**config.mk**
```make
export PLATFORM = sky130hd
export DESIGN_NAME = magnetometer_minmax_calibrator
export DESIGN_NICKNAME = d
export VERILOG_FILES = /design/src/hw/rtl/mmc_pkg.sv /design/src/hw/rtl/mmc_div.sv /design/src/hw/rtl/mmc_datapath.sv /design/src/hw/rtl/mmc_ctrl.sv /design/src/hw/rtl/magnetometer_minmax_calibrator.sv
export SDC_FILE = /design/constraint.sdc
export NUM_CORES = 2
export LEC_CHECK = 0
export BUFFER_PORTS_ARGS = -buffer_cell sky130_fd_sc_hd__buf_4
export CORE_ASPECT_RATIO = 1.75
export CORE_MARGIN = 1
export CORE_UTILIZATION = 45
export DETAILED_ROUTE_END_ITERATION = 12
export GPL_TIMING_DRIVEN = 0
export SYNTH_ARGS = -nofsm -noshare
export SYNTH_HDL_FRONTEND = slang
export SYNTH_HIERARCHICAL = 1
export SYNTH_SLANG_ARGS = --single-unit
```
**constraint.sdc**
```tcl
create_clock -name clk -period 13.05 [get_ports clk]
set_input_delay 1.9575 -clock clk [delete_from_list [all_inputs] [get_ports clk]]
set_output_delay 1.9575 -clock clk [all_outputs]
set_load 0.05 [all_outputs]
```
**src/hw/rtl/mmc_pkg.sv**
```systemverilog
// Shared constants, configuration and controller/datapath interface types.
package mmc_pkg;

    localparam int AXES    = 3;
    localparam int SMP_W   = 16;
    localparam int ADJ_W   = 8;
    localparam int K_W     = 9;
    localparam int THR_W   = 15;
    localparam int CNT_W   = 16;
    localparam int PROD_W  = 26;
    localparam int EXT_W   = SMP_W + 1;
    localparam int QFRAC   = 12;
    localparam int DIV_NW  = EXT_W + QFRAC;
    localparam int DIV_DW  = EXT_W;
    localparam int DIV_CW  = $clog2(DIV_NW);
    localparam int AX_W    = $clog2(AXES);
    localparam int IDX_W   = 3;
    localparam int CFG_DW  = 16;
    localparam int IN_W    = AXES * SMP_W;
    localparam int OUT_W   = 2 * AXES * SMP_W;

    // register indexes
    localparam logic [IDX_W-1:0] REG_ADJ_X     = 3'd0;
    localparam logic [IDX_W-1:0] REG_ADJ_Y     = 3'd1;
    localparam logic [IDX_W-1:0] REG_ADJ_Z     = 3'd2;
    localparam logic [IDX_W-1:0] REG_FILTER_K  = 3'd3;
    localparam logic [IDX_W-1:0] REG_THRESHOLD = 3'd4;
    localparam logic [IDX_W-1:0] REG_REQUIRED  = 3'd5;

    localparam logic [ADJ_W-1:0] ADJ_RST = 8'd128;
    localparam logic [K_W-1:0]   K_RST   = 9'd4;
    localparam logic [THR_W-1:0] THR_RST = 15'd16;
    localparam logic [CNT_W-1:0] REQ_RST = 16'd1000;
    localparam logic [K_W-1:0]   GAIN_OFS = 9'd128;
    localparam logic [SMP_W-1:0] SCALE_SAT = 16'hFFFF;
    localparam logic [CNT_W-1:0] CNT_MAX   = 16'hFFFF;
    localparam logic [AX_W-1:0]  AX_LAST   = 2'd2;

    typedef struct packed {
        logic [AXES-1:0][ADJ_W-1:0] adj;
        logic [K_W-1:0]             k;
        logic [THR_W-1:0]           thr;
        logic [CNT_W-1:0]           need;
    } cfg_t;

    typedef struct packed {
        logic            load_raw;
        logic            scale;
        logic            seed;
        logic            fmul;
        logic            fdiv_start;
        logic            fupd;
        logic            cnt_upd;
        logic            half;
        logic            sum;
        logic            qdiv_start;
        logic            qupd;
        logic            emit;
        logic [AX_W-1:0] ax;
    } cmd_t;

    typedef struct packed {
        logic run_started;
        logic div_done;
        logic count_reached;
        logic half_zero;
    } sts_t;

endpackage

```
**src/hw/rtl/mmc_div.sv**
```systemverilog
// Restoring divider, one quotient bit per cycle, shared by filter and scale.
module mmc_div (
    input  logic                       clk,
    input  logic                       rst_n,
    input  logic                       start,
    input  logic [mmc_pkg::DIV_NW-1:0] dividend,
    input  logic [mmc_pkg::DIV_DW-1:0] divisor,
    output logic [mmc_pkg::DIV_NW-1:0] quotient,
    output logic                       busy,
    output logic                       done
);
    import mmc_pkg::*;

    logic [DIV_DW-1:0] rem_reg;
    logic [DIV_DW-1:0] dsr_reg;
    logic [DIV_NW-1:0] quo_reg;
    logic [DIV_CW-1:0] cnt_reg;
    logic              busy_reg;
    logic              done_reg;
    logic [DIV_DW:0]   trial;
    logic [DIV_DW:0]   diff;

    assign trial = {rem_reg, quo_reg[DIV_NW-1]};
    // top bit set means the trial remainder is below the divisor
    assign diff  = trial - {1'b0, dsr_reg};

    always_ff @(posedge clk or negedge rst_n)
    begin
        if (!rst_n)
        begin
            busy_reg <= 1'b0;
            done_reg <= 1'b0;
            cnt_reg  <= '0;
        end
        else
        begin
            done_reg <= 1'b0;
            if (start)
            begin
                busy_reg <= 1'b1;
                cnt_reg  <= '0;
            end
            else if (busy_reg)
            begin
                if (cnt_reg == DIV_CW'(DIV_NW - 1))
                begin
                    busy_reg <= 1'b0;
                    done_reg <= 1'b1;
                end
                cnt_reg <= cnt_reg + 1'b1;
            end
        end
    end

    always_ff @(posedge clk)
    begin
        if (start)
        begin
            rem_reg <= '0;
            quo_reg <= dividend;
            dsr_reg <= divisor;
        end
        else if (busy_reg)
        begin
            rem_reg <= diff[DIV_DW] ? trial[DIV_DW-1:0] : diff[DIV_DW-1:0];
            quo_reg <= {quo_reg[DIV_NW-2:0], ~diff[DIV_DW]};
        end
    end

    assign quotient = quo_reg;
    assign busy     = busy_reg;
    assign done     = done_reg;

endmodule

```
**src/hw/rtl/mmc_datapath.sv**
```systemverilog
// Datapath: sample scaling, IIR filters, min/max tracking, stable count and results.
module mmc_datapath (
    input  logic                      clk,
    input  logic                      rst_n,
    input  mmc_pkg::cfg_t             cfg,
    input  logic [mmc_pkg::IN_W-1:0]  in_data,   // mag_x, mag_y, mag_z
    input  mmc_pkg::cmd_t             cmd,
    output mmc_pkg::sts_t             sts,
    output logic [mmc_pkg::OUT_W-1:0] res_data   // bias_x..z, scale_x..z
);
    import mmc_pkg::*;

    logic [AXES-1:0][SMP_W-1:0] raw_reg;
    logic [AXES-1:0][SMP_W-1:0] smp_reg;
    logic [AXES-1:0][SMP_W-1:0] filt_reg;
    logic [AXES-1:0][SMP_W-1:0] max_reg;
    logic [AXES-1:0][SMP_W-1:0] min_reg;
    logic [AXES-1:0][SMP_W-1:0] bias_reg;
    logic [AXES-1:0][SMP_W-1:0] half_reg;
    logic [AXES-1:0][SMP_W-1:0] scale_reg;
    logic [EXT_W-1:0]           frame_reg;
    logic [EXT_W-1:0]           frame_next;
    logic [EXT_W-1:0]           sum_reg;
    logic [CNT_W-1:0]           count_reg;
    logic                       run_reg;
    logic signed [PROD_W-1:0]   acc_reg;
    logic signed [PROD_W-1:0]   acc_next;

    // sample scaling
    logic [K_W-1:0]             gain;
    logic signed [PROD_W-1:0]   prod;
    logic signed [PROD_W-1:0]   prod_rnd;
    logic [PROD_W-9:0]          prod_q;
    logic [SMP_W-1:0]           smp_next;

    // filter
    logic [K_W-1:0]             k_eff;
    logic [K_W-1:0]             km1;
    logic signed [PROD_W-1:0]   fprod;
    logic [PROD_W-1:0]          acc_mag;
    logic [EXT_W-1:0]           f_q;
    logic [EXT_W-1:0]           f_full;
    logic [SMP_W-1:0]           f_new;
    logic [EXT_W-1:0]           d_up;
    logic [EXT_W-1:0]           d_dn;
    logic                       ext_up;
    logic                       ext_dn;

    // results
    logic [CNT_W-1:0]           need_eff;
    logic [EXT_W-1:0]           half3;
    logic [DIV_NW-1:0]          div_dividend;
    logic [DIV_DW-1:0]          div_divisor;
    logic [DIV_NW-1:0]          div_quo;
    logic                       div_busy;
    logic                       div_done;
    logic                       div_start;
    logic [SMP_W-1:0]           scale_next;

    assign gain     = {1'b0, cfg.adj[cmd.ax]} + GAIN_OFS;
    assign prod     = $signed({1'b0, gain}) * $signed(raw_reg[cmd.ax]);
    // bias negative products so the shift truncates toward zero
    assign prod_rnd = prod + $signed({{(PROD_W-8){1'b0}}, {8{prod[PROD_W-1]}}});
    assign prod_q   = prod_rnd[PROD_W-1:8];

    always_comb
    begin
        if (prod_q[PROD_W-9:SMP_W-1] == '0 || prod_q[PROD_W-9:SMP_W-1] == '1)
            smp_next = prod_q[SMP_W-1:0];
        else if (prod_q[PROD_W-9])
            smp_next = {1'b1, {(SMP_W-1){1'b0}}};
        else
            smp_next = {1'b0, {(SMP_W-1){1'b1}}};
    end

    assign k_eff    = (cfg.k == '0) ? K_W'(1) : cfg.k;
    assign km1      = k_eff - 1'b1;
    assign fprod    = $signed({1'b0, km1}) * $signed(filt_reg[cmd.ax]);
    assign acc_next = fprod + PROD_W'($signed(smp_reg[cmd.ax]));
    assign acc_mag  = acc_reg[PROD_W-1] ? PROD_W'(-acc_reg) : PROD_W'(acc_reg);

    assign f_q    = div_quo[EXT_W-1:0];
    assign f_full = acc_reg[PROD_W-1] ? (~f_q + 1'b1) : f_q;
    assign f_new  = f_full[SMP_W-1:0];

    assign ext_up = $signed(f_new) > $signed(max_reg[cmd.ax]);
    assign ext_dn = $signed(f_new) < $signed(min_reg[cmd.ax]);
    assign d_up   = {f_new[SMP_W-1], f_new}
                    - {max_reg[cmd.ax][SMP_W-1], max_reg[cmd.ax]};
    assign d_dn   = {min_reg[cmd.ax][SMP_W-1], min_reg[cmd.ax]}
                    - {f_new[SMP_W-1], f_new};

    always_comb
    begin
        frame_next = frame_reg;
        if (ext_up && d_up > frame_next)
            frame_next = d_up;
        if (ext_dn && d_dn > frame_next)
            frame_next = d_dn;
    end

    assign need_eff = (cfg.need == '0) ? CNT_W'(1) : cfg.need;
    assign half3    = {half_reg[cmd.ax], 1'b0} + EXT_W'(half_reg[cmd.ax]);

    assign div_start    = cmd.fdiv_start | cmd.qdiv_start;
    assign div_dividend = cmd.qdiv_start ? {sum_reg, {QFRAC{1'b0}}} : DIV_NW'(acc_mag);
    assign div_divisor  = cmd.qdiv_start ? half3 : DIV_DW'(k_eff);

    assign scale_next = (div_quo[DIV_NW-1:SMP_W] != '0) ? SCALE_SAT : div_quo[SMP_W-1:0];

    mmc_div u_div (
        .clk      (clk),
        .rst_n    (rst_n),
        .start    (div_start),
        .dividend (div_dividend),
        .divisor  (div_divisor),
        .quotient (div_quo),
        .busy     (div_busy),
        .done     (div_done)
    );

    always_ff @(posedge clk or negedge rst_n)
    begin
        if (!rst_n)
        begin
            count_reg <= '0;
            run_reg   <= 1'b0;
        end
        else
        begin
            if (cmd.seed)
            begin
                count_reg <= '0;
                run_reg   <= 1'b1;
            end
            else if (cmd.emit)
            begin
                count_reg <= '0;
                run_reg   <= 1'b0;
            end
            else if (cmd.cnt_upd)
            begin
                if (frame_reg > EXT_W'(cfg.thr))
                    count_reg <= '0;
                else if (count_reg != CNT_MAX)
                    count_reg <= count_reg + 1'b1;
            end
        end
    end

    always_ff @(posedge clk)
    begin
        if (cmd.load_raw)
        begin
            raw_reg   <= in_data;
            frame_reg <= '0;
        end
        if (cmd.scale)
            smp_reg[cmd.ax] <= smp_next;
        if (cmd.seed)
        begin
            max_reg  <= smp_reg;
            min_reg  <= smp_reg;
            filt_reg <= '0;
        end
        if (cmd.fmul)
            acc_reg <= acc_next;
        if (cmd.fupd)
        begin
            filt_reg[cmd.ax] <= f_new;
            frame_reg        <= frame_next;
            if (ext_up)
                max_reg[cmd.ax] <= f_new;
            if (ext_dn)
                min_reg[cmd.ax] <= f_new;
        end
        if (cmd.half)
        begin
            for (int i = 0; i < AXES; i++)
            begin
                logic [EXT_W-1:0] bsum;
                logic [EXT_W-1:0] hdiff;
                bsum  = {max_reg[i][SMP_W-1], max_reg[i]} + {min_reg[i][SMP_W-1], min_reg[i]};
                bsum  = bsum + EXT_W'(bsum[EXT_W-1]);
                hdiff = {max_reg[i][SMP_W-1], max_reg[i]} - {min_reg[i][SMP_W-1], min_reg[i]};
                bias_reg[i] <= bsum[EXT_W-1:1];
                half_reg[i] <= hdiff[EXT_W-1:1];
            end
        end
        if (cmd.sum)
            sum_reg <= EXT_W'(half_reg[0]) + EXT_W'(half_reg[1]) + EXT_W'(half_reg[2]);
        if (cmd.qupd)
            scale_reg[cmd.ax] <= (half_reg[cmd.ax] == '0) ? SCALE_SAT : scale_next;
    end

    assign sts.run_started   = run_reg;
    assign sts.div_done      = div_done;
    assign sts.count_reached = count_reg >= need_eff;
    assign sts.half_zero     = half_reg[cmd.ax] == '0;

    assign res_data = {scale_reg, bias_reg};

`ifndef SYNTHESIS
    a_div_start_idle: assert property (@(posedge clk) disable iff (!rst_n)
        div_start |-> !div_busy)
        else $error("divider started while busy");

    a_min_le_max: assert property (@(posedge clk) disable iff (!rst_n)
        run_reg |-> ($signed(min_reg[0]) <= $signed(max_reg[0])
                  && $signed(min_reg[1]) <= $signed(max_reg[1])
                  && $signed(min_reg[2]) <= $signed(max_reg[2])))
        else $error("axis min above max");

    a_emit_in_run: assert property (@(posedge clk) disable iff (!rst_n)
        cmd.emit |-> (run_reg && sts.count_reached))
        else $error("result emitted outside a settled run");
`endif

endmodule

```
**src/hw/rtl/mmc_ctrl.sv**
```systemverilog
// Controller state machine sequencing the datapath one item at a time.
module mmc_ctrl (
    input  logic          clk,
    input  logic          rst_n,
    input  logic          in_valid,
    output logic          in_ready,
    input  logic          out_free,
    input  mmc_pkg::sts_t sts,
    output mmc_pkg::cmd_t cmd
);
    import mmc_pkg::*;

    localparam logic [3:0] ST_IDLE  = 4'd0;
    localparam logic [3:0] ST_SCALE = 4'd1;
    localparam logic [3:0] ST_SEED  = 4'd2;
    localparam logic [3:0] ST_FMUL  = 4'd3;
    localparam logic [3:0] ST_FDIV  = 4'd4;
    localparam logic [3:0] ST_FWAIT = 4'd5;
    localparam logic [3:0] ST_COUNT = 4'd6;
    localparam logic [3:0] ST_CHECK = 4'd7;
    localparam logic [3:0] ST_HALF  = 4'd8;
    localparam logic [3:0] ST_SUM   = 4'd9;
    localparam logic [3:0] ST_QDIV  = 4'd10;
    localparam logic [3:0] ST_QWAIT = 4'd11;
    localparam logic [3:0] ST_EMIT  = 4'd12;

    logic [3:0]      state_reg;
    logic [3:0]      state_next;
    logic [AX_W-1:0] ax_reg;
    logic [AX_W-1:0] ax_next;

    always_comb
    begin
        state_next = state_reg;
        ax_next    = ax_reg;
        cmd        = '0;
        cmd.ax     = ax_reg;
        in_ready   = 1'b0;
        unique case (state_reg)
            ST_IDLE:
            begin
                in_ready = 1'b1;
                if (in_valid)
                begin
                    cmd.load_raw = 1'b1;
                    ax_next      = '0;
                    state_next   = ST_SCALE;
                end
            end
            ST_SCALE:
            begin
                cmd.scale = 1'b1;
                if (ax_reg == AX_LAST)
                begin
                    ax_next    = '0;
                    state_next = sts.run_started ? ST_FMUL : ST_SEED;
                end
                else
                    ax_next = ax_reg + 1'b1;
            end
            ST_SEED:
            begin
                cmd.seed   = 1'b1;
                state_next = ST_IDLE;
            end
            ST_FMUL:
            begin
                cmd.fmul   = 1'b1;
                state_next = ST_FDIV;
            end
            ST_FDIV:
            begin
                cmd.fdiv_start = 1'b1;
                state_next     = ST_FWAIT;
            end
            ST_FWAIT:
            begin
                if (sts.div_done)
                begin
                    cmd.fupd = 1'b1;
                    if (ax_reg == AX_LAST)
                    begin
                        ax_next    = '0;
                        state_next = ST_COUNT;
                    end
                    else
                    begin
                        ax_next    = ax_reg + 1'b1;
                        state_next = ST_FMUL;
                    end
                end
            end
            ST_COUNT:
            begin
                cmd.cnt_upd = 1'b1;
                state_next  = ST_CHECK;
            end
            ST_CHECK:
                state_next = sts.count_reached ? ST_HALF : ST_IDLE;
            ST_HALF:
            begin
                cmd.half   = 1'b1;
                state_next = ST_SUM;
            end
            ST_SUM:
            begin
                cmd.sum    = 1'b1;
                ax_next    = '0;
                state_next = ST_QDIV;
            end
            ST_QDIV:
            begin
                // an axis with no spread saturates without a division
                if (sts.half_zero)
                begin
                    cmd.qupd = 1'b1;
                    if (ax_reg == AX_LAST)
                        state_next = ST_EMIT;
                    else
                        ax_next = ax_reg + 1'b1;
                end
                else
                begin
                    cmd.qdiv_start = 1'b1;
                    state_next     = ST_QWAIT;
                end
            end
            ST_QWAIT:
            begin
                if (sts.div_done)
                begin
                    cmd.qupd = 1'b1;
                    if (ax_reg == AX_LAST)
                        state_next = ST_EMIT;
                    else
                    begin
                        ax_next    = ax_reg + 1'b1;
                        state_next = ST_QDIV;
                    end
                end
            end
            ST_EMIT:
            begin
                if (out_free)
                begin
                    cmd.emit   = 1'b1;
                    state_next = ST_IDLE;
                end
            end
            default:
                state_next = ST_IDLE;
        endcase
    end

    always_ff @(posedge clk or negedge rst_n)
    begin
        if (!rst_n)
        begin
            state_reg <= ST_IDLE;
            ax_reg    <= '0;
        end
        else
        begin
            state_reg <= state_next;
            ax_reg    <= ax_next;
        end
    end

`ifndef SYNTHESIS
    a_done_when_waiting: assert property (@(posedge clk) disable iff (!rst_n)
        sts.div_done |-> (state_reg == ST_FWAIT || state_reg == ST_QWAIT))
        else $error("divider finished outside a wait state");

    a_emit_has_room: assert property (@(posedge clk) disable iff (!rst_n)
        cmd.emit |-> out_free)
        else $error("result emitted over an untaken one");
`endif

endmodule

```
**src/hw/rtl/magnetometer_minmax_calibrator.sv**
```systemverilog
// Magnetometer min/max calibrator: configuration registers, output register, top level.
//
// Input stream s_*: one item is a raw x/y/z magnetometer sample. Output stream m_*:
// one item holds the hard-iron biases and soft-iron Q4.12 scales, sent once a run
// has seen required_samples consecutive stable samples; a new run starts with the
// next input item, which only seeds min and max.
// Config port cfg_*: index 0..5 selects sens_adj_x/y/z, filter_divisor,
// settle_threshold, required_samples; always ready; write only while idle.
// Items are handled one at a time. A seeding item uses no division, an ordinary item
// runs three 29-step divisions of the shared bit-serial divider (one per axis filter),
// and an item that ends a run runs up to three scale divisions more on the same divider
// before its result reaches the output register.
// A result waits in the output register while m_tready is low; the next item is
// still taken and worked on, and only its own result, if any, waits for the
// register to empty.
// Reset (rst_n, asynchronous, active low) restores register defaults, clears the
// stable count and starts a fresh run; no clearing pass is needed.
module magnetometer_minmax_calibrator (
    input  logic                        clk,
    input  logic                        rst_n,
    input  logic                        s_tvalid,
    output logic                        s_tready,
    input  logic [mmc_pkg::IN_W-1:0]    s_tdata,    // mag_x, mag_y, mag_z
    output logic                        m_tvalid,
    input  logic                        m_tready,
    output logic [mmc_pkg::OUT_W-1:0]   m_tdata,    // bias_x..z, scale_x..z
    input  logic                        cfg_valid,
    output logic                        cfg_ready,
    input  logic [mmc_pkg::IDX_W-1:0]   cfg_index,
    input  logic [mmc_pkg::CFG_DW-1:0]  cfg_data
);
    import mmc_pkg::*;

    cfg_t             cfg_reg;
    cmd_t             cmd;
    sts_t             sts;
    logic [OUT_W-1:0] res_data;
    logic [OUT_W-1:0] out_data_reg;
    logic             out_valid_reg;
    logic             out_free;

    assign cfg_ready = 1'b1;
    assign out_free  = !out_valid_reg || m_tready;

    always_ff @(posedge clk or negedge rst_n)
    begin
        if (!rst_n)
        begin
            cfg_reg.adj  <= {AXES{ADJ_RST}};
            cfg_reg.k    <= K_RST;
            cfg_reg.thr  <= THR_RST;
            cfg_reg.need <= REQ_RST;
        end
        else if (cfg_valid)
        begin
            unique case (cfg_index)
                REG_ADJ_X:     cfg_reg.adj[0] <= cfg_data[ADJ_W-1:0];
                REG_ADJ_Y:     cfg_reg.adj[1] <= cfg_data[ADJ_W-1:0];
                REG_ADJ_Z:     cfg_reg.adj[2] <= cfg_data[ADJ_W-1:0];
                REG_FILTER_K:  cfg_reg.k      <= cfg_data[K_W-1:0];
                REG_THRESHOLD: cfg_reg.thr    <= cfg_data[THR_W-1:0];
                REG_REQUIRED:  cfg_reg.need   <= cfg_data[CNT_W-1:0];
                default:       ;
            endcase
        end
    end

    always_ff @(posedge clk or negedge rst_n)
    begin
        if (!rst_n)
            out_valid_reg <= 1'b0;
        else if (cmd.emit)
            out_valid_reg <= 1'b1;
        else if (m_tready)
            out_valid_reg <= 1'b0;
    end

    always_ff @(posedge clk)
    begin
        if (cmd.emit)
            out_data_reg <= res_data;
    end

    assign m_tvalid = out_valid_reg;
    assign m_tdata  = out_data_reg;

    mmc_ctrl u_ctrl (
        .clk      (clk),
        .rst_n    (rst_n),
        .in_valid (s_tvalid),
        .in_ready (s_tready),
        .out_free (out_free),
        .sts      (sts),
        .cmd      (cmd)
    );

    mmc_datapath u_dp (
        .clk      (clk),
        .rst_n    (rst_n),
        .cfg      (cfg_reg),
        .in_data  (s_tdata),
        .cmd      (cmd),
        .sts      (sts),
        .res_data (res_data)
    );

endmodule
```
; ---- After elaboration in Yosys (flattened, before gate mapping)
; Index checks and enable logic that the tools add are counted.
[word_totals]
regBits = 698
wordCells = 240
[op_classes]
n_addsub = 24
mul = 2
n_lt_le_gt_ge = 8
n_eq_ne = 28
muxes = 100
bitwise = 3
n_reduce_logical = 29
[ops]
columns = operator, n
row1 = $mux 48, 8
row2 = $mux 16, 18
row3 = $bwmux 48, 5
row4 = $bmux 16 s2, 6
row5 = $mux 29, 3
row6 = $mux 17, 5
row7 = $sub 16x16->17, 5
row8 = $add 16x16->17, 4
row9 = $mul 10x16->26, 2
row10 = $add 17x1->17, 3
row11 = $pmux 4 s12, 1
row12 = $add 17x16->17, 2
row13 = $gt 17x17->1, 2
row14 = $add 16x1->16 const B, 2
row15 = $demux 16 s2, 1
row16 = $logic_not 16->1, 2
row17 = $mux 4, 8
row18 = $mux 1, 28
row19 = $add 26x16->26, 1
row20 = $add 26x9->26, 1
row21 = $mux 26, 1
row22 = $neg 26->26, 1
row23 = $eq 4x4->1 const B, 5
row24 = $mux 9, 2
row25 = other kinds (47), 78

; ---- Depth between registers and ports, before layout
[depth]
word_depth = 11
mapped_depth = 42

; ---- Modules after synthesis
; Netlist, hierarchy kept.
[modules_own_cells]
columns = mod, instances, cells_each, area_per_inst_um2, seq_area_each_um2
row1 = mmc_datapath, 1, 4442, 41214.5, 12316.8
row2 = magnetometer_minmax_calibrator, 1, 240, 5442.7, 4523.1
row3 = mmc_div, 1, 359, 3818.7, 1896.8
row4 = mmc_ctrl, 1, 93, 720.7, 150.1

; ---- Worst setup path after synthesis
; OpenSTA, ideal clock, no wires.
[synth_timing]
path_kind = in2reg
startpoint = in m_tready
endpoint = reg u_dp.count_reg[7]
setup_ps = 148
arrival_ps = 10890
setup_slack_ps = 2013
stages = 6
n_path_buf = 0
path_cell_list = nand2b_1 -> nand3_1 -> nor3_1 -> nor4_1 -> nand4_1 -> o21ai_0
[synth_lines]
columns = element, line_no
row1 = "start, declared", magnetometer_minmax_calibrator.sv:25  ; input logic m_tready,
row2 = "end signal, assigned", mmc_datapath.sv:146  ; count_reg <= count_reg + 1'b1;
row3 = "end, declared", mmc_datapath.sv:24  ; logic [CNT_W-1:0] count_reg;

; ---- Worst setup path in the final report
[layout_timing]
startpoint = reg u_ctrl.ax_reg[1]
endpoint = reg u_dp/smp_reg[35] in the netlist's numbering (data pin)
[layout_between]
elab_chain_cells = 9
word_cells_on_any_way = 18
classes_between = add/sub (2) / mul (1) / order compare (2) / eq/ne (1) / mux (9) / reduce/logical (3)
[layout_lines]
columns = element, line_no
row1 = "start, declared", mmc_ctrl.sv:29  ; logic [AX_W-1:0] ax_reg;
row2 = "start signal, assigned", mmc_ctrl.sv:165  ; ax_reg <= ax_next;
row3 = $bmux 8 s2, mmc_datapath.sv:60  ; assign gain = {1'b0, cfg.adj[cmd.ax]} + GAIN_OFS;
row4 = $mux 8 (not written as such), mmc_datapath.sv:60
row5 = $add 8x8->9, mmc_datapath.sv:60
row6 = $mul 10x16->26 (*), mmc_datapath.sv:61  ; assign prod = $signed({1'b0, gain}) * $signed(raw_reg[cmd.ax]);
row7 = $add 26x9->26 (*), mmc_datapath.sv:63  ; assign prod_rnd = prod + $signed({{(PROD_W-8){1'b0}}, {8{prod[PROD_W-1]}}});
row8 = $eq 3x3->1 or $logic_not 3->1 (tied branches), mmc_datapath.sv:68  ; if (prod_q[PROD_W-9:SMP_W-1] == '0 || prod_q[PROD_W-9:SMP_W-1] == '1)
row9 = $logic_or 1x1->1, mmc_datapath.sv:68
row10 = $mux 16 (*), mmc_datapath.sv:68
row11 = net u_dp.smp_next[3], mmc_datapath.sv:34  ; logic [SMP_W-1:0] smp_next;
row12 = $bwmux 48 (*), mmc_datapath.sv:159  ; smp_reg[cmd.ax] <= smp_next;
row13 = "end signal, assigned by index", mmc_datapath.sv:159
row14 = "end, declared", mmc_datapath.sv:14  ; logic [AXES-1:0][SMP_W-1:0] smp_reg;
; The timed path passes the listed nets; every way through them passes the cells marked *. The select of a mux whose other input is x is not followed.
; A chain may end at the register's enable or synchronous reset.

==> results.md <==
- Run status: complete, but fails checks
- Failing checks: capacitance limit, slew limit
- RSZ-0062 raised after global routing: no
- I/O Pins: 171
- Synth Register Bits: roughly 700
- Post-CTS setup repair buffer count: 0
- Die H: 448 µm
- Initial antenna violation count: 9
- Final Hold Slack: a little over 0.4 ns
- Via/cell ratio: approximately 5.6
- Syn-to-layout area delta: 11.7%
- Final Skew: about 0.034 ns
- CTS clk-pin slew, worst paths: approximately 0.06 ns
- Fin crit share: between 90 and 100%
- Register area share after synthesis: a little under two fifths
- Most frequent cell after synthesis: inv_1
- Starting Density: about 45%
- Gr ovfl total: 0
- Cell count after synthesis: roughly 5100
- Number of buffers created by CTS: between 70 and 80
- Critical Path Start Type: register
- Critical Path AT: 12.80 ns
- CTS H-tree lvls: 3
- Number of max-cap violations: 1
- WL final: ~170 mm
- WP data required: 13.37 ns
- Ys flop type: edfxtp_1
- CTS tree: done
- Post-CTS sizing: 0
- Die area: 115000 µm²
- Syn avg cell area: between 9 and 10 µm²
- Number of synthesized flops with an enable pin: between 400 and 500
- Root Driver: clkbuf_16
- Core Region: about 110000 µm²
- Routability cong.: a little over 1
- Vias in the first global route: around 40000
- Peak fanout along the critical path: 10
- Most used cell, CP: inv_1
- CTS Hold Bufs: 0
- Max Root-Sink Buffers: 3
- Fin crit period: between 10 and 15 ns
- Worst slew pin tran: about 1.6 ns
- Fmax: 80.2 MHz
- Top post-synthesis cells by area: edfxtp_1 26%, fa_1 11%, ha_1 9.2%
- Pre-antenna DRT Iters: 6
- Clk Latency, worst-skew pair: about 0.69 ns
- Post-Syn Nets: 5864
- Crit end category: register
- Crit-path max cell delay: roughly 1.1 ns
- Fillcell total: 10507
- Fin cells: around 7000
- Routed Antenna Nets: 0
- Largest net degree at the start of global routing: 75
- Final hold vios: 0
- # setup viols final: 0
- Wire length per cell: 24.2 µm
- Vias: around 39000
- CP max-delay cell: buf_1
- Yosys top cell by area: edfxtp_1
- Placed Instances: roughly 6800
- NumNets Final: 6131
- Synth top area share: 25.9%
- Async S/R FF share, synth: between 10% and 20%
- Max transition margin: -5.00%
- # rows: between 150 and 200
- CTS Sinks: ~700
- Drt drc: 0
- Yosys warning count: 6
- Ratio of cells with drive above 1 in the final layout: 9.64%
- Mapped cell area: 51200 µm²
- Die Width: 257 µm
- IO buf count: around 170
- Worst Hold Class: reg -> reg
- Commonest cells post-synth: 586 x inv_1, 442 x edfxtp_1, 397 x nor2_1, 378 x ha_1, 343 x nand2_1
- Initial DRC count: roughly 2800
- Library cells used by synthesis: 109
- First-pass GRT wire length: roughly 250 mm
- GRT Overall Usage: slightly below 30%
- Post-DP HPWL: ~140 mm
- Fin. max-slew vios: 11
- Worst Path Class, Setup: reg -> reg
[cell usage in the layout, fill, tap and decap left out, drive strengths merged, types with 18 or more instances in the layout]
cell	netlist	final
xnor2	184	184
mux2i	138	138
xor2	104	104
nand3	58	58
mux2	108	108
and3	27	27
nand2	344	344
o21ai	253	253
clkbuf	171	264
o211ai	26	26
and2	45	45
clkinv	0	18
o31ai	39	39
o21a	35	35
a211oi	106	106
nor2b	94	94
ha	378	378
buf	53	247
nand3b	60	60
edfxtp	442	442
dfxtp	161	161
or2	23	23
o21bai	23	23
nor3	73	73
fa	280	280
a31oi	27	27
a21oi	334	334
or3	43	43
nand4	42	42
nand2b	73	73
inv	588	592
a21o	72	72
nor2	398	398
dfrtp	84	84
nor4	25	25
[kinds of logic after synthesis]
group	Yosys count	synth area share [%]
multiplexers	246	5.15
other	2	0.0147
XOR/XNOR	288	4.94
buffers and inverters	812	6.16
AO/OA/AOI/OAI	1074	13.4
AND/OR/NAND/NOR	1356	13.3
adder cells (fa/ha/maj)	658	20.2
flip-flops	698	36.9
[worst paths after layout]
kind / cells past startpoint / endpoint / slack [ns] / startpoint
worst max-delay path: 35 / u_dp/smp_reg[35] / 0.57 / u_ctrl/ax_reg[1]
max in group asynchronous: 2 / u_dp/u_div/cnt_reg[4] / 11.15 / rst_n
worst min register to register: 0 / m_tdata[28] / 0.41 / u_dp/res_data[28]
worst min-delay path: 0 / m_tdata[28] / 0.41 / u_dp/res_data[28]
worst max register to register: 35 / u_dp/smp_reg[35] / 0.57 / u_ctrl/ax_reg[1]
min in group asynchronous: 1 / u_dp/u_div/done / 1.15 / rst_n
[metrics by stage]
stage	TNS, ns	cell area [µm²]	setup slack (ns)	util, %
5_1_grt	0	57200	0.280	50.7
4_1_cts	0	57200	0.726	50.7
2_1_floorplan	0	51200	2.01	-
3_3_place_gp	-132.21	54300	-4.62	48.2
3_5_place_dp	0	54700	0.742	48.5
6_report	0	57200	0.574	50.7
[worst max-delay path: cells and delay by family, from the launching register on]
kind,cells,cell delay (ns)
compound gates,9,3.23
fa+ha+maj,7,3.25
buf+inv,11,3.36
flops,1,0.39
mux,2,0.40
simple gates,6,1.42
[metal layers]
layer | global-route usage, % | share of wire, %
met5 | 0 | 0
met1 | 29.5 | 35
met2 | 53.2 | 51
met4 | 25.5 | 10
met3 | 3.68 | 4.4
[final cells by class]
cell class / count / area (µm²) / area share [%]
sequential: 698 / 18900 / 33.0
inverter: 588 / 2210 / 3.86
antenna: 7 / 17.5 / 0.0306
clock inverter: 38 / 523 / 0.915
timing repair buffer: 194 / 1600 / 2.80
tap: 1485 / 1860 / 3.25
buffer: 224 / 947 / 1.66
clock buffer: 93 / 1940 / 3.40
multi-input combinational: 3624 / 29200 / 51.1
Power is left out: the tool's default activity adds up to more than one toggle a clock period on the data nets, which glitch-free logic cannot reach.
